`config.mk`:
```
export PLATFORM = sky130hd
export DESIGN_NAME = pci_bar_window_allocator
export DESIGN_NICKNAME = d
export VERILOG_FILES = /design/src/sv/pbwa_pkg.sv /design/src/sv/pci_bar_window_allocator.sv /design/src/sv/pbwa_cfg_regs.sv /design/src/sv/pbwa_slot_calc.sv
export SDC_FILE = /design/constraint.sdc
export NUM_CORES = 1
export LEC_CHECK = 0
export ABC_CLOCK_PERIOD_IN_PS = 10410
export BUFFER_PORTS_ARGS = -buffer_cell sky130_fd_sc_hd__buf_2
export CAP_MARGIN = 20
export CORE_MARGIN = 2
export CORE_UTILIZATION = 40
export DETAILED_ROUTE_END_ITERATION = 8
export HOLD_SLACK_MARGIN = 0.15
export RECOVER_POWER = 100
export SYNTH_ARGS = -nofsm -noshare
export SYNTH_HDL_FRONTEND = slang
export SYNTH_SLANG_ARGS = --single-unit
export TNS_END_PERCENT = 5
```
`constraint.sdc`:
```
create_clock -name clk -period 10.41 [get_ports clk]
set_clock_uncertainty 0.15 [all_clocks]
set_input_delay 2.6025 -clock clk [delete_from_list [all_inputs] [get_ports clk]]
set_output_delay 2.6025 -clock clk [all_outputs]
set_load 0.03 [all_outputs]
```
`src/sv/pbwa_pkg.sv`:
```
// Shared types and constants for the PCI BAR window allocator.
`default_nettype none

package pbwa_pkg;

    localparam int ADDR_W     = 32;
    localparam int CFG_IDX_W  = 2;
    localparam int IN_DATA_W  = 64;
    localparam int IN_USER_W  = 2;
    localparam int OUT_DATA_W = 40;
    localparam int OUT_USER_W = 3;

    localparam logic [ADDR_W-1:0] RST_WINDOW_BASE  = 32'h1000_0000;
    localparam logic [ADDR_W-1:0] RST_WINDOW_LIMIT = 32'h3EFF_0000;
    localparam logic [ADDR_W-1:0] ADDR_FIELD_MASK  = 32'hFFFF_FFF0;

    // Memory type code in bits 2:1 of a memory BAR that marks a 64-bit slot.
    localparam logic [1:0] MEM_TYPE_64 = 2'b10;

    localparam logic [CFG_IDX_W-1:0] CFG_WINDOW_BASE  = 2'd0;
    localparam logic [CFG_IDX_W-1:0] CFG_WINDOW_LIMIT = 2'd1;

    typedef enum logic [2:0] {
        ACT_IO       = 3'd0,
        ACT_UPPER    = 3'd1,
        ACT_UNIMPL   = 3'd2,
        ACT_NOSPACE  = 3'd3,
        ACT_ASSIGNED = 3'd4,
        ACT_RESTART  = 3'd5
    } action_t;

    typedef struct packed {
        logic              kind;
        logic              first_of_device;
        logic [ADDR_W-1:0] bar_value;
        logic [ADDR_W-1:0] size_readback;
    } item_t;

    typedef struct packed {
        action_t           action;
        logic [ADDR_W-1:0] assigned_address;
        logic              clear_upper;
    } result_t;

    typedef struct packed {
        logic [ADDR_W-1:0] next_free;
        logic              upper_pending;
    } alloc_state_t;

    typedef struct packed {
        logic [ADDR_W-1:0] window_base;
        logic [ADDR_W-1:0] window_limit;
    } window_cfg_t;

endpackage

`default_nettype wire

```
`src/sv/pci_bar_window_allocator.sv`:
```
// Top level of the PCI BAR window allocator: request and result registers around the placer.
`default_nettype none

// Places BAR slots into a 32-bit memory window with a bump pointer. Each request
// is one slot (original value and all-ones readback) or a restart, and yields
// exactly one result in order. A request is registered on acceptance; its result
// (add, align and limit compare on the held free pointer) is registered once the
// result register is free, so one request is taken every cycle unless m_tready
// stalls the output. The user must write window bounds through the cfg port while
// idle, which the block does not enforce; a new base takes effect at restart.
module pci_bar_window_allocator (
    input  wire logic                              clk,
    input  wire logic                              rst_n,
    // Slave side: tdata = bar_value[31:0], size_readback[63:32];
    input  wire logic                              s_tvalid,
    output logic                                   s_tready,
    input  wire logic [pbwa_pkg::IN_DATA_W-1:0]     s_tdata,
    // tuser = kind[0], first_of_device[1]
    input  wire logic [pbwa_pkg::IN_USER_W-1:0]     s_tuser,
    output logic                                   m_tvalid,
    input  wire logic                              m_tready,
    // Master side: tdata = assigned_address[31:0], clear_upper[32], zero[39:33]
    output logic [pbwa_pkg::OUT_DATA_W-1:0]         m_tdata,
    // tuser = action[2:0]
    output logic [pbwa_pkg::OUT_USER_W-1:0]         m_tuser,
    input  wire logic                              cfg_valid,
    output logic                                   cfg_ready,
    input  wire logic [pbwa_pkg::CFG_IDX_W-1:0]     cfg_index,
    input  wire logic [pbwa_pkg::ADDR_W-1:0]        cfg_data
);
    import pbwa_pkg::*;

    window_cfg_t  window;
    item_t        item_reg;
    logic         item_valid_reg;
    alloc_state_t state_reg;
    alloc_state_t state_next;
    result_t      result_next;
    result_t      result_reg;
    logic         out_valid_reg;
    logic         out_free;
    logic         advance;

    pbwa_cfg_regs u_cfg (
        .clk       (clk),
        .rst_n     (rst_n),
        .cfg_valid (cfg_valid),
        .cfg_ready (cfg_ready),
        .cfg_index (cfg_index),
        .cfg_data  (cfg_data),
        .window    (window)
    );

    pbwa_slot_calc u_calc (
        .item       (item_reg),
        .state_cur  (state_reg),
        .window     (window),
        .result     (result_next),
        .state_next (state_next)
    );

    assign out_free = !out_valid_reg || m_tready;
    assign advance  = item_valid_reg && out_free;
    assign s_tready = !item_valid_reg || out_free;

    always_ff @(posedge clk or negedge rst_n)
    begin
        if (!rst_n)
        begin
            item_valid_reg          <= 1'b0;
            out_valid_reg           <= 1'b0;
            state_reg.next_free     <= RST_WINDOW_BASE;
            state_reg.upper_pending <= 1'b0;
        end
        else
        begin
            if (s_tready)
            begin
                item_valid_reg <= s_tvalid;
            end
            if (out_free)
            begin
                out_valid_reg <= item_valid_reg;
            end
            // Allocator state moves only when a request retires into the result register.
            if (advance)
            begin
                state_reg <= state_next;
            end
        end
    end

    always_ff @(posedge clk)
    begin
        if (s_tvalid && s_tready)
        begin
            item_reg.kind            <= s_tuser[0];
            item_reg.first_of_device <= s_tuser[1];
            item_reg.bar_value       <= s_tdata[ADDR_W-1:0];
            item_reg.size_readback   <= s_tdata[2*ADDR_W-1:ADDR_W];
        end
        if (advance)
        begin
            result_reg <= result_next;
        end
    end

    assign m_tvalid = out_valid_reg;
    assign m_tuser  = result_reg.action;
    assign m_tdata  = {{(OUT_DATA_W-ADDR_W-1){1'b0}}, result_reg.clear_upper,
                       result_reg.assigned_address};

endmodule

`default_nettype wire

```
`src/sv/pbwa_cfg_regs.sv`:
```
// Configuration registers holding the allocation window bounds.
`default_nettype none

module pbwa_cfg_regs (
    input  wire logic                          clk,
    input  wire logic                          rst_n,
    input  wire logic                          cfg_valid,
    output logic                               cfg_ready,
    input  wire logic [pbwa_pkg::CFG_IDX_W-1:0] cfg_index,
    input  wire logic [pbwa_pkg::ADDR_W-1:0]    cfg_data,
    output pbwa_pkg::window_cfg_t              window
);
    import pbwa_pkg::*;

    window_cfg_t window_reg;

    assign cfg_ready = 1'b1;
    assign window    = window_reg;

    // Writes to indexes past the register list are dropped.
    always_ff @(posedge clk or negedge rst_n)
    begin
        if (!rst_n)
        begin
            window_reg.window_base  <= RST_WINDOW_BASE;
            window_reg.window_limit <= RST_WINDOW_LIMIT;
        end
        else if (cfg_valid && cfg_ready)
        begin
            if (cfg_index == CFG_WINDOW_BASE)
            begin
                window_reg.window_base <= cfg_data;
            end
            else if (cfg_index == CFG_WINDOW_LIMIT)
            begin
                window_reg.window_limit <= cfg_data;
            end
        end
    end

endmodule

`default_nettype wire

```
`src/sv/pbwa_slot_calc.sv`:
```
// Placement logic for one BAR slot: alignment, limit check and pointer bump.
`default_nettype none

module pbwa_slot_calc (
    input  pbwa_pkg::item_t        item,
    input  pbwa_pkg::alloc_state_t state_cur,
    input  pbwa_pkg::window_cfg_t  window,
    output pbwa_pkg::result_t      result,
    output pbwa_pkg::alloc_state_t state_next
);
    import pbwa_pkg::*;

    logic [ADDR_W-1:0] mask;
    logic [ADDR_W-1:0] size;
    logic [ADDR_W:0]   bumped;
    logic [ADDR_W:0]   aligned;
    logic [ADDR_W+1:0] region_end;
    logic              is64;

    // size - 1 equals ~mask, so rounding up is one add and an AND with the mask.
    assign mask       = item.size_readback & ADDR_FIELD_MASK;
    assign size       = ~mask + {{(ADDR_W-1){1'b0}}, 1'b1};
    assign bumped     = {1'b0, state_cur.next_free} + {1'b0, ~mask};
    assign aligned    = bumped & {1'b1, mask};
    assign region_end = {1'b0, aligned} + {2'b00, size};
    assign is64       = (item.bar_value[2:1] == MEM_TYPE_64);

    always_comb
    begin
        result.action           = ACT_IO;
        result.assigned_address = '0;
        result.clear_upper      = 1'b0;
        state_next              = state_cur;

        if (item.kind)
        begin
            state_next.next_free     = window.window_base;
            state_next.upper_pending = 1'b0;
            result.action            = ACT_RESTART;
        end
        else if (state_cur.upper_pending && !item.first_of_device)
        begin
            state_next.upper_pending = 1'b0;
            result.action            = ACT_UPPER;
        end
        else if (item.bar_value[0])
        begin
            state_next.upper_pending = 1'b0;
            result.action            = ACT_IO;
        end
        else
        begin
            // A 64-bit slot marks its successor even when it is not placed.
            state_next.upper_pending = is64;
            if (mask == '0)
            begin
                result.action = ACT_UNIMPL;
            end
            else if (region_end > {2'b00, window.window_limit})
            begin
                result.action = ACT_NOSPACE;
            end
            else
            begin
                state_next.next_free    = region_end[ADDR_W-1:0];
                result.action           = ACT_ASSIGNED;
                result.assigned_address = aligned[ADDR_W-1:0];
                result.clear_upper      = is64;
            end
        end
    end

endmodule

`default_nettype wire
```
Word-level counts from Yosys, hierarchy flattened. Index checks and enable logic that the tools add are counted.

Register bits: 172. Latch bits: 0. Bits in writable memories: 0. Memory bits (read-only): 0. Input bits: 105. Output and inout bits: 46. Logic and storage cells: 55. Memories: 0.

$add $sub $neg: 3. Multipliers: 0. Divide/modulo/power cells: 0. Magnitude comparators: 1. Equality and inequality tests: 6. Shift-type cells: 0. Muxes and demuxes: 11. Bitwise gates (word level): 3. Reductions and logical operators: 16.

Operators with widths (number): $mux 32 (4); $add 33x32->34 (1); $gt 34x32->1 (1); $add 32x32->33 (1); $and 33x33->33 (1); $mux 33 (1); $add 32x1->32 const B (1); $logic_not 32->1 (1); $not 32->32 (1); $mux 3 (4); $ne 2x2->1 const B (3); $reduce_and 5->1 (1); $reduce_or 5->1 (1); $logic_and 1x1->1 (3); $logic_not 1->1 (3); $reduce_and 3->1 (1); $reduce_or 3->1 (1); $eq 2x1->1 const B (1); $eq 2x2->1 const B (1); $logic_not 2->1 (1); $logic_or 1x1->1 (2); $mux 1 (2); $ne 2x1->1 const B (1); $reduce_and 2->1 (1); other kinds (2) (2).

Depth between registers and ports, before layout.
Word-level depth: 10. Mapped depth: 30. Depth with buffers taken out: 29.

By module. A second synthesis with hierarchy kept.

Cell total of the unflattened synthesis: 1029. Area, all modules: 11926.4 um2.

Modules (own cells, without submodules): pbwa_slot_calc (times used 1, cells each 703, area each 4916.0 um2, sequential area each 0.0 um2); pci_bar_window_allocator (times used 1, cells each 188, area each 4565.6 um2, sequential area each 3940.0 um2); pbwa_cfg_regs (times used 1, cells each 138, area each 2444.8 um2, sequential area each 1619.1 um2).

Worst setup path after synthesis. No wires, ideal clock.

Path kind: register -> register. Start: register item_reg[4] (netlist name). End: register state_reg[10] (netlist name). Library setup time: 125 ps. Arrival: 5948 ps. Data required time: 10135 ps. Setup slack: 4187 ps. Cell stages (with the launch flop): 30. Path buffers: 1. Clock period less this slack: 6223 ps. Cells stage by stage: edfxtp_1 > inv_1 > ha_1 > o41a_1 > a221oi_4 > or4_1 > o211ai_2 > a21oi_1 > o21ai_0 > xor2_1 > nand2_1 > inv_1 > ha_1 > o21ai_0 > nor2_1 > o41ai_1 > a21boi_1 > o21ai_0 > xor2_1 > ha_1 > a21o_1 > a21o_1 > a21oi_1 > a21oi_1 > a211oi_1 > a211oi_1 > nor3_4 > a31oi_4 > buf_6 > mux2_4.

Elaborated cells on any way between the ends: 15. Those cells by class: add/sub (3); order compare (1); eq/ne (2); mux (5); bitwise (2); reduce/logical (2).

RTL lines: start, declared (line pci_bar_window_allocator.sv:34) `item_t item_reg;`; $not 32->32 (line pbwa_slot_calc.sv:23) `assign bumped = {1'b0, state_cur.next_free} + {1'b0, ~mask};`; $add 32x32->33 (line pbwa_slot_calc.sv:23); $and 33x33->33 (line pbwa_slot_calc.sv:24) `assign aligned = bumped & {1'b1, mask};`; via u_calc.aligned[20] (line pbwa_slot_calc.sv:16) `logic [ADDR_W:0] aligned;`; $add 33x32->34 (line pbwa_slot_calc.sv:25) `assign region_end = {1'b0, aligned} + {2'b00, size};`; $gt 34x32->1 (line pbwa_slot_calc.sv:59) `else if (region_end > {2'b00, window.window_limit})`; $ne 2x2->1 (no source line); $reduce_and 5->1 (no source line); end signal, assigned (line pci_bar_window_allocator.sv:88) `state_reg <= state_next;`; end, declared (line pci_bar_window_allocator.sv:36) `alloc_state_t state_reg;`.

The timed path passes the listed nets, and every way through them passes these cells. The select of a mux whose other input is x is not followed. A chain may end at the register's enable or synchronous reset.

Worst setup path after layout.
Start: register item_reg[4] (netlist name). End: register result_reg, in the netlist m_tdata[21], data pin.

Word-level cells in the longest chain between the ends: 6. Elaborated cells on any way between the ends: 8. Those cells by class: add/sub (3); order compare (1); bitwise (2); reduce/logical (2).

RTL lines: $not 32->32 (line pbwa_slot_calc.sv:23); $add 32x32->33 (line pbwa_slot_calc.sv:23); $and 33x33->33 (line pbwa_slot_calc.sv:24); via u_calc.aligned[20] (line pbwa_slot_calc.sv:16); $add 33x32->34 (line pbwa_slot_calc.sv:25); $gt 34x32->1 (line pbwa_slot_calc.sv:59); $reduce_or 5->1 (no source line); end signal, assigned (line pci_bar_window_allocator.sv:104) `result_reg <= result_next;`; end, declared (line pci_bar_window_allocator.sv:39) `result_t result_reg;`.

The timed path passes the listed nets, and every way through them passes these cells.

==> flow_metrics.env <==
export IMPL_status="complete, but fails checks"
export IMPL_violations="capacitance limit, slew limit"
export IMPL_ios=151
export IMPL_h_tree_depth=4
export IMPL_largest_reg_flops=64
export IMPL_pre_cts_ws_ns=2.52
export IMPL_maxCapViolCount=5
export IMPL_timing_rr_start="item_reg[4]"
export IMPL_antenna_found_initial=1
export IMPL_syn_avg_cell_area_um2=10.5
export IMPL_worstSetupPathType="flop to flop"
export IMPL_ys_types=74
export IMPL_leakagePower_nw=5.50
export IMPL_cts_resized=0
export IMPL_dp_cells=1439
export IMPL_fin_nets=1314
export IMPL_core_rowCount=59
export IMPL_grt_pass1_vias=7284
export IMPL_cts_root_buf="clkbuf_16"
export IMPL_startpoint="item_reg[4]"
export IMPL_dp_hpwl_um=18500
export IMPL_synthArstFlopShare_pct=60.4
export IMPL_path_delay_family="compound AO/OA/AOI/OAI gates"
export IMPL_rsz0062_at_grt="false"
export IMPL_grt_pass1_wl_um=39600
export IMPL_place_gp_congestion=0.839
export IMPL_arrival_ns=8.86
export IMPL_hold_viol=0
export IMPL_synth_edf_count=65
export IMPL_whs_ns=0.344
export IMPL_syn_cell_area_um2=10600
export IMPL_syn_inst=1015
export IMPL_start_kind="flop"
export IMPL_endpoint_kind="flop"
export IMPL_vdd_ir_drop_max_mv=0.145
export IMPL_ys_seq_area_share_pct=41.8
export IMPL_max_stage_delay_ns=0.78
export IMPL_drt_first_iter_violations=465
export IMPL_clockBufferDepth=2
export IMPL_drv_slew=212
export IMPL_power_density_nw_per_um2=306
export IMPL_insertion_delay_ns=0.44
export IMPL_crit_path_max_fanout=28
export IMPL_timing_fmax_mhz=114
export IMPL_grt_max_degree=83
export IMPL_critPathSlowestCell="nor3_1"
export IMPL_fin_crit_sh_pct=84.6
export IMPL_post_cts_setup_buffer_count=0
export IMPL_grt_use_total_pct=18.0
export IMPL_start_util_pct=40.8
export IMPL_layout_setup_ws_ns=1.60
export IMPL_fin_crit_ns=8.81
export IMPL_viasPerCell=5.17
export IMPL_fin_setup_tns_ns=0
export IMPL_ant_nets=0
export IMPL_yosys_warnings=0
export IMPL_slew_headroom_pct=-162
export IMPL_timing_critical_path_buf_inv=2
export IMPL_finalSetupViolations=0
export IMPL_first_pass_iters=5
export IMPL_area_delta_synth_final_pct=12.4
export IMPL_drive_above_1_share_pct=18.5
export IMPL_cp_required_ns=10.46
export IMPL_worst_pin_slew_ns=3.93
export IMPL_grt_overflow=0
export IMPL_cts_sinks=164
export IMPL_wl_um=24800
export IMPL_die_width_um=167
export IMPL_io_buffers=105
export IMPL_synthFlopType="dfrtp_1"
export IMPL_hold_buffers=0
export IMPL_cts_buffers=17
export IMPL_worstHoldPathType="flop to flop"
export IMPL_route_vias_total=7615
export IMPL_coreArea_um2=26100
export IMPL_synth_seq_cells=164
export IMPL_n_fill_cell=2513
export IMPL_drc=0
export IMPL_finalNonFillerCells=1473
export IMPL_wl_per_cell_um=16.8
export IMPL_dieArea_um2=27900
export IMPL_hold_start="state_reg[29]"
export IMPL_cts_tree="built"
export IMPL_die_y_um=167
export IMPL_path_clk_slew_ns=0.08
## stage by stage
| step | instance area [um2] | util, % | total power (W) |
|---|---|---|---|
| detailed placement | 11500 | 44.1 | 0.00304 |
| global placement | 11500 | 44.1 | 0.00302 |
| floorplan | 10700 | - | 0.00257 |
| global route | 11900 | 45.8 | 0.00396 |
| CTS | 12100 | 46.3 | 0.00371 |
| finish | 11900 | 45.8 | 0.00366 |
## cells in the mapped netlist (all sizes together), types with 3 or more instances
| master | count | area (um2) |
|---|---|---|
| o211ai | 3 | 27.5 |
| mux2i | 31 | 310 |
| o21a | 5 | 37.5 |
| a21o | 30 | 225 |
| mux2 | 88 | 1030 |
| nor2 | 61 | 229 |
| or3 | 6 | 37.5 |
| a22o | 4 | 35.0 |
| o21ai | 34 | 170 |
| nand4 | 13 | 81.3 |
| xor2 | 19 | 166 |
| a21oi | 55 | 279 |
| nand2 | 60 | 225 |
| nand3b | 6 | 57.6 |
| nor4 | 4 | 31.3 |
| a211oi | 17 | 128 |
| a31oi | 6 | 52.6 |
| nor3 | 19 | 106 |
| nor3b | 7 | 52.6 |
| xnor2 | 56 | 490 |
| and3 | 16 | 100 |
| dfrtp | 84 | 2100 |
| edfxtp | 65 | 1950 |
| and2 | 10 | 62.6 |
| clkbuf | 13 | 48.8 |
| dfstp | 15 | 394 |
| a221o | 4 | 40.0 |
| ha | 84 | 1050 |
| nand2b | 8 | 50.1 |
| o31ai | 3 | 22.5 |
| buf | 19 | 135 |
| o21bai | 4 | 30.0 |
| nand3 | 22 | 115 |
| inv | 107 | 402 |
| nor2b | 5 | 31.3 |
## layout make-up
cell class	count	area (um2)	area share, %
sequential	164	4450	37.2
clock inverter	14	155	1.30
inverter	107	402	3.36
tap	335	419	3.51
multi-input combinational	722	5580	46.7
timing repair buffer	112	510	4.27
clock buffer	18	429	3.59
antenna	1	2.50	0.0209
## final timing paths
| path | end | cells after the start | slack (ns) |
|---|---|---|---|
| setup / recovery | m_tdata[21] | 28 | 1.60 |
| hold / removal | state_reg[29] | 2 | 0.34 |
| setup reg to reg | m_tdata[21] | 28 | 1.60 |
| hold reg to reg | state_reg[29] | 2 | 0.34 |
| max in group asynchronous | u_cfg.window[55] | 3 | 3.31 |
| min in group asynchronous | u_cfg.window[2] | 1 | 2.13 |
## tightest hold or removal path: stages (launching register included)
cell     delay (ns)
dfstp_2        0.38
inv_1          0.05
mux2i_1        0.06
## report_power, final
part           leakage [nW]  internal [W]  switching, W  total, W
Clock                 0.288      0.000324      0.000317  0.000641
Sequential             1.79      0.000836      0.000109  0.000944
Combinational          3.42      0.000865       0.00120   0.00207
Total                  5.50       0.00202       0.00163   0.00366
## cell usage in the layout, fill, tap and decap left out, types with 6 or more instances in the layout
cell type,netlist,routed
nand3_1,21,21
edfxtp_1,65,65
mux2i_1,31,31
clkbuf_16,0,17
buf_2,0,68
dfrtp_1,84,84
clkbuf_1,13,43
nand2_1,60,60
mux2_2,77,77
and3_1,16,16
inv_1,107,107
nor2_1,61,61
conb_1,2,12
mux2_1,0,11
a211oi_1,17,17
a21o_1,30,30
or3_1,6,6
nand4_1,13,13
ha_1,84,84
a21oi_1,54,54
and2_1,9,8
nor3b_1,7,7
nor3_1,18,19
inv_8,0,7
o21ai_0,31,31
nand2b_1,8,8
dfstp_2,15,15
xnor2_1,56,56
xor2_1,19,19
## metal layers
metal	global-route usage [%]	routed length, um
met5	0	0
met4	4.27	253
met3	3.85	1230
met2	25.4	10000
met1	27.9	13300
## kinds of logic after synthesis
kind of cell / share of synthesized area [%]
flops: 41.8
fa+ha+maj: 10.1
xor+xnor: 6.18
simple gates: 11.7
mux: 12.6
compound gates: 12.0
other cells: 0.0706
buf+inv: 5.51
No activity file was read; power rests on OpenSTA's default activity.
